[src/sv/ffbp_pkg.sv]
// Shared types and constants for the first-fit bin packer.
`timescale 1ns / 1ps
`default_nettype none

package ffbp_pkg;

  localparam int unsigned WEIGHT_W = 17;
  localparam int unsigned BIN_W    = 9;

  localparam logic [WEIGHT_W-1:0] CAPACITY_ONE = 17'd65536;

  typedef enum logic [1:0] {
    ST_PLACED    = 2'd0,
    ST_FULL      = 2'd1,
    ST_TOO_HEAVY = 2'd2
  } status_e;

  typedef struct packed {
    logic                valid;
    logic                done;
    logic                opened;
    logic [WEIGHT_W-1:0] weight;
    logic [BIN_W-1:0]    bin;
    status_e             status;
  } pkt_t;

endpackage

`default_nettype wire

[src/sv/ffbp_cell.sv]
// One bin cell: holds a bin's remaining capacity and passes the item packet on.
`timescale 1ns / 1ps
`default_nettype none

module ffbp_cell #(
  parameter int unsigned BIN_IDX = 0
) (
  input  wire logic                          clk_i,
  input  wire logic                          rst_ni,
  input  wire logic                          en_i,
  input  wire logic [ffbp_pkg::WEIGHT_W-1:0] cap_i,
  input  wire ffbp_pkg::pkt_t                pkt_i,
  output ffbp_pkg::pkt_t                     pkt_o
);
  import ffbp_pkg::*;

  localparam logic [BIN_W-1:0] BIN_NUM = BIN_W'(BIN_IDX + 1);

  logic                open_q, open_d;
  logic [WEIGHT_W-1:0] rem_q, rem_d;
  pkt_t                pkt_q, pkt_d;

  always_comb begin
    pkt_d  = pkt_i;
    rem_d  = rem_q;
    open_d = open_q;
    if (pkt_i.valid && !pkt_i.done) begin
      if (open_q) begin
        if (rem_q >= pkt_i.weight) begin
          rem_d        = rem_q - pkt_i.weight;
          pkt_d.done   = 1'b1;
          pkt_d.bin    = BIN_NUM;
          pkt_d.status = ST_PLACED;
        end
      end else begin
        open_d       = 1'b1;
        rem_d        = cap_i - pkt_i.weight;
        pkt_d.done   = 1'b1;
        pkt_d.opened = 1'b1;
        pkt_d.bin    = BIN_NUM;
        pkt_d.status = ST_PLACED;
      end
    end
  end

  always_ff @(posedge clk_i or negedge rst_ni) begin
    if (!rst_ni) begin
      open_q <= 1'b0;
      pkt_q  <= '0;
    end else if (en_i) begin
      open_q <= open_d;
      pkt_q  <= pkt_d;
    end
  end

  always_ff @(posedge clk_i) begin
    if (en_i) begin
      rem_q <= rem_d;
    end
  end

  assign pkt_o = pkt_q;

endmodule

`default_nettype wire

[config.mk]
export PLATFORM = sky130hd
export DESIGN_NAME = ffbp_cell
export DESIGN_NICKNAME = d
export VERILOG_FILES = /design/src/sv/ffbp_pkg.sv /design/src/sv/ffbp_cell.sv
export SDC_FILE = /design/constraint.sdc
export NUM_CORES = 1
export LEC_CHECK = 0
export ABC_CLOCK_PERIOD_IN_PS = 3400
export BUFFER_PORTS_ARGS = -buffer_cell sky130_fd_sc_hd__buf_4
export CORE_MARGIN = 3
export CORE_UTILIZATION = 35
export DETAILED_ROUTE_END_ITERATION = 10
export PLACE_DENSITY = 0.56
export RECOVER_POWER = 100
export SLEW_MARGIN = 20
export SYNTH_ARGS = -nofsm -noshare
export SYNTH_HDL_FRONTEND = slang
export SYNTH_SLANG_ARGS = --single-unit
[constraint.sdc]
create_clock -name clk_i -period 3.4 [get_ports clk_i]
set_clock_uncertainty 0.15 [all_clocks]
set_input_delay 0.34 -clock clk_i [delete_from_list [all_inputs] [get_ports clk_i]]
set_output_delay 0.34 -clock clk_i [all_outputs]
set_load 0.05 [all_outputs]
==> results.json <==
{
  "antenna_left": 0,
  "fin_cells": 603,
  "postCtsSetupBuffers": 0,
  "rows": 36,
  "p_total_mw": 1.62,
  "insertion_delay_ns": 0.31,
  "syn-mean-instance-area_um2": 9.63,
  "synthCells": 384,
  "cts_inserted_buffers": 5,
  "cts-root-buf": "clkbuf_8",
  "syn-num-nets": 470,
  "cts.path.max_buffers": 2,
  "ys_seq_elements": 49,
  "antenna_found_initial": 0,
  "syn_area_um2": 3700,
  "cts_sinks": 49,
  "r2r-end": "rem_q[16]$_DFFE_PP_",
  "cts_resized": 0,
  "fp.dieH_um": 109,
  "drcViolationCount": 0,
  "max-vdd-ir-drop_v": 0.000199,
  "num_io_pins": 82,
  "grt_pass1_vias": 3124,
  "finalSetupTns_ns": 0,
  "finalWirelength_um": 9570,
  "dieArea_um2": 11800,
  "viasPerCell": 5.21,
  "drive_above_1_share_pct": 18.3,
  "synth_edf_count": 17,
  "grt_use_total_pct": 16.4,
  "cts_max_level": 2,
  "period_share_pct": 85.8,
  "slew_headroom_pct": -18.2,
  "portBuffers": 81,
  "tritoncts": "done",
  "grt_pass1_wl_um": 15300,
  "rsz0062_at_grt": "false",
  "hpwlAfterDp_um": 7670,
  "min_period_ns": 2.92,
  "violations": "max-capacitance violations, max-slew violations",
  "maxSlewViolCount": 33,
  "first_pass_iters": 4,
  "power_density_nw_per_um2": 365,
  "reg2regPathDepth": 4,
  "grt_max_degree": 36,
  "core_area_um2": 10000,
  "synth_warnings": 0,
  "ff2ff_setup_slack_ns": 0.48,
  "cts.clk_slew.worst_paths_ns": 0.10,
  "worst_slew_pin_slew_ns": 1.77,
  "gp_congestion": 0.882,
  "setup_slack_ns": 0.482,
  "max_freq_mhz": 343,
  "dp.cells": 594,
  "synth.distinct_cells": 56,
  "hold_buffers": 1,
  "crit_fanout": 22,
  "avgRoutedWirePerCell_um": 15.9,
  "worst_ep_arrival_time_ns": 2.81,
  "end_kind": "register",
  "async_flop_share_pct": 65.3,
  "ys_seq_area_share_pct": 35.4,
  "die_width_um": 109,
  "crit_end": "rem_q[16]$_DFFE_PP_",
  "cap_violations": 1,
  "finalSetupViolCount": 0,
  "critPathLaunch": "open_q$_DFFE_PN0P_",
  "status": "complete, but fails checks",
  "required_ns": 3.29,
  "cellLeakagePower_nw": 2.06,
  "start_kind": "register",
  "critical_path_class": "register to register",
  "worstReg2RegStart": "open_q$_DFFE_PN0P_",
  "hp-class": "input pin to register",
  "area_growth_pct": 19.8,
  "start_util_pct": 36.8,
  "synthFlopType": "dfrtp_1",
  "first_iter_violations": 238,
  "finalNetCount": 555,
  "pre_cts_ws_ns": 0.423,
  "overflow": 0,
  "n_antenna_cell": 0,
  "hold_viol": 0,
  "vias": 3140
}
==> synthesized netlist by cell type, types with 2 or more instances <==
master / number / area (µm²)
xnor2_1: 9 / 78.8
fa_1: 2 / 40.0
ha_1: 33 / 413
a311oi_1: 2 / 17.5
buf_1: 2 / 7.51
mux2i_1: 20 / 200
mux2_2: 20 / 225
o2111ai_1: 2 / 17.5
edfxtp_1: 17 / 510
nor2b_1: 8 / 50.1
clkbuf_2: 2 / 10.0
and2_1: 3 / 18.8
inv_1: 27 / 101
or2_2: 2 / 12.5
o21ai_0: 10 / 50.1
clkbuf_1: 3 / 11.3
or3_1: 2 / 12.5
and3_1: 2 / 12.5
a31oi_1: 6 / 37.5
a21o_1: 9 / 67.6
nand3_1: 6 / 30.0
o32ai_1: 2 / 17.5
dfrtp_1: 32 / 801
a21oi_1: 29 / 145
buf_6: 2 / 22.5
o31ai_1: 2 / 15.0
nand2b_1: 5 / 31.3
o21a_1: 6 / 45.0
nor2_1: 36 / 135
nand2_1: 27 / 101
a211oi_1: 6 / 45.0
a21boi_0: 3 / 22.5
nand4_1: 3 / 18.8
o211ai_1: 6 / 45.0
o211a_1: 3 / 30.0
o21bai_1: 3 / 22.5
xor2_1: 13 / 114
==> registers in the layout (all words and copies together), names as in the netlist <==
name	cells
open_q	1
rem_q	17
pkt_o	31
==> logic make-up (layout without fill, tap and decap cells) <==
| group | after synthesis | in the layout | synth area share, % |
|---|---|---|---|
| mux | 40 | 40 | 11.5 |
| xor+xnor | 22 | 22 | 5.21 |
| compound gates | 99 | 99 | 18.3 |
| fa+ha+maj | 35 | 35 | 12.2 |
| flops | 49 | 49 | 35.4 |
| buf+inv | 37 | 123 | 4.33 |
| simple gates | 102 | 102 | 13.0 |
==> worst max-delay path, cell delays in order, from the launching register on <==
cell and delay [ns]:
dfrtp_1 0.35, clkbuf_1 0.92, inv_1 0.58, a311oi_1 0.50, o22ai_1 0.15
==> stage by stage <==
stage	util [%]	hold slack (ns)	cell area [µm²]
floorplan	-	-0.106	3700
global placement	44.5	0.152	4470
detailed placement	44.5	0.159	4470
CTS	45.5	0.0772	4570
global route	44.1	0.0791	4430
finish	44.1	0.0810	4430
==> where the power goes <==
group	internal (mW)	total, mW	switching (mW)
Combinational	0.210	0.583	0.374
Sequential	0.660	0.682	0.0217
Clock	0.147	0.353	0.206
==> metal layers <==
layer	wire (µm)	part of all wire, %	vias to the layer above	global-route usage (%)
met5	0	0	-	0
met4	81	0.85	0	3.25
met3	470	4.9	5	2.90
met2	4200	44	77	25.3
met1	4810	50	1501	24.2
li1	-	-	1557	-
==> how the worst min path moves through the flow <==
stage	start	endpoint	slack [ns]	cells past startpoint
floorplan	rst_ni	open_q$_DFFE_PN0P_	-0.11	0
global placement	rst_ni	pkt_o[22]$_DFFE_PN0P_	0.15	1
detailed placement	rst_ni	pkt_o[26]$_DFFE_PN0P_	0.16	1
CTS	pkt_i[2]	pkt_o[2]$_DFFE_PN0P_	0.08	2
global route	pkt_i[2]	pkt_o[2]$_DFFE_PN0P_	0.08	2
finish	pkt_i[2]	pkt_o[2]$_DFFE_PN0P_	0.08	2
==> layout by cell type (no fill, tap or decap), types with 6 or more instances in the layout <==
master,count
nor2b_1,8
xnor2_1,9
nand3_1,6
buf_4,50
a21oi_1,29
dfrtp_1,32
mux2_2,20
inv_1,27
o21a_1,6
xor2_1,13
a21o_1,9
o211ai_1,6
a31oi_1,6
clkbuf_1,37
o21ai_0,10
nand2_1,27
edfxtp_1,17
mux2i_1,20
nor2_1,36
ha_1,33
a211oi_1,6
==> layout make-up <==
class	instances	area [µm²]
Inverter	27	101
Tap cell	133	166
Fill cell	1037	5610
Multi-Input combinational cell	298	2230
Clock buffer	6	72.6
Clock inverter	2	12.5
Sequential cell	49	1310
Timing Repair Buffer	88	541
(Power assumes the default switching activity.)
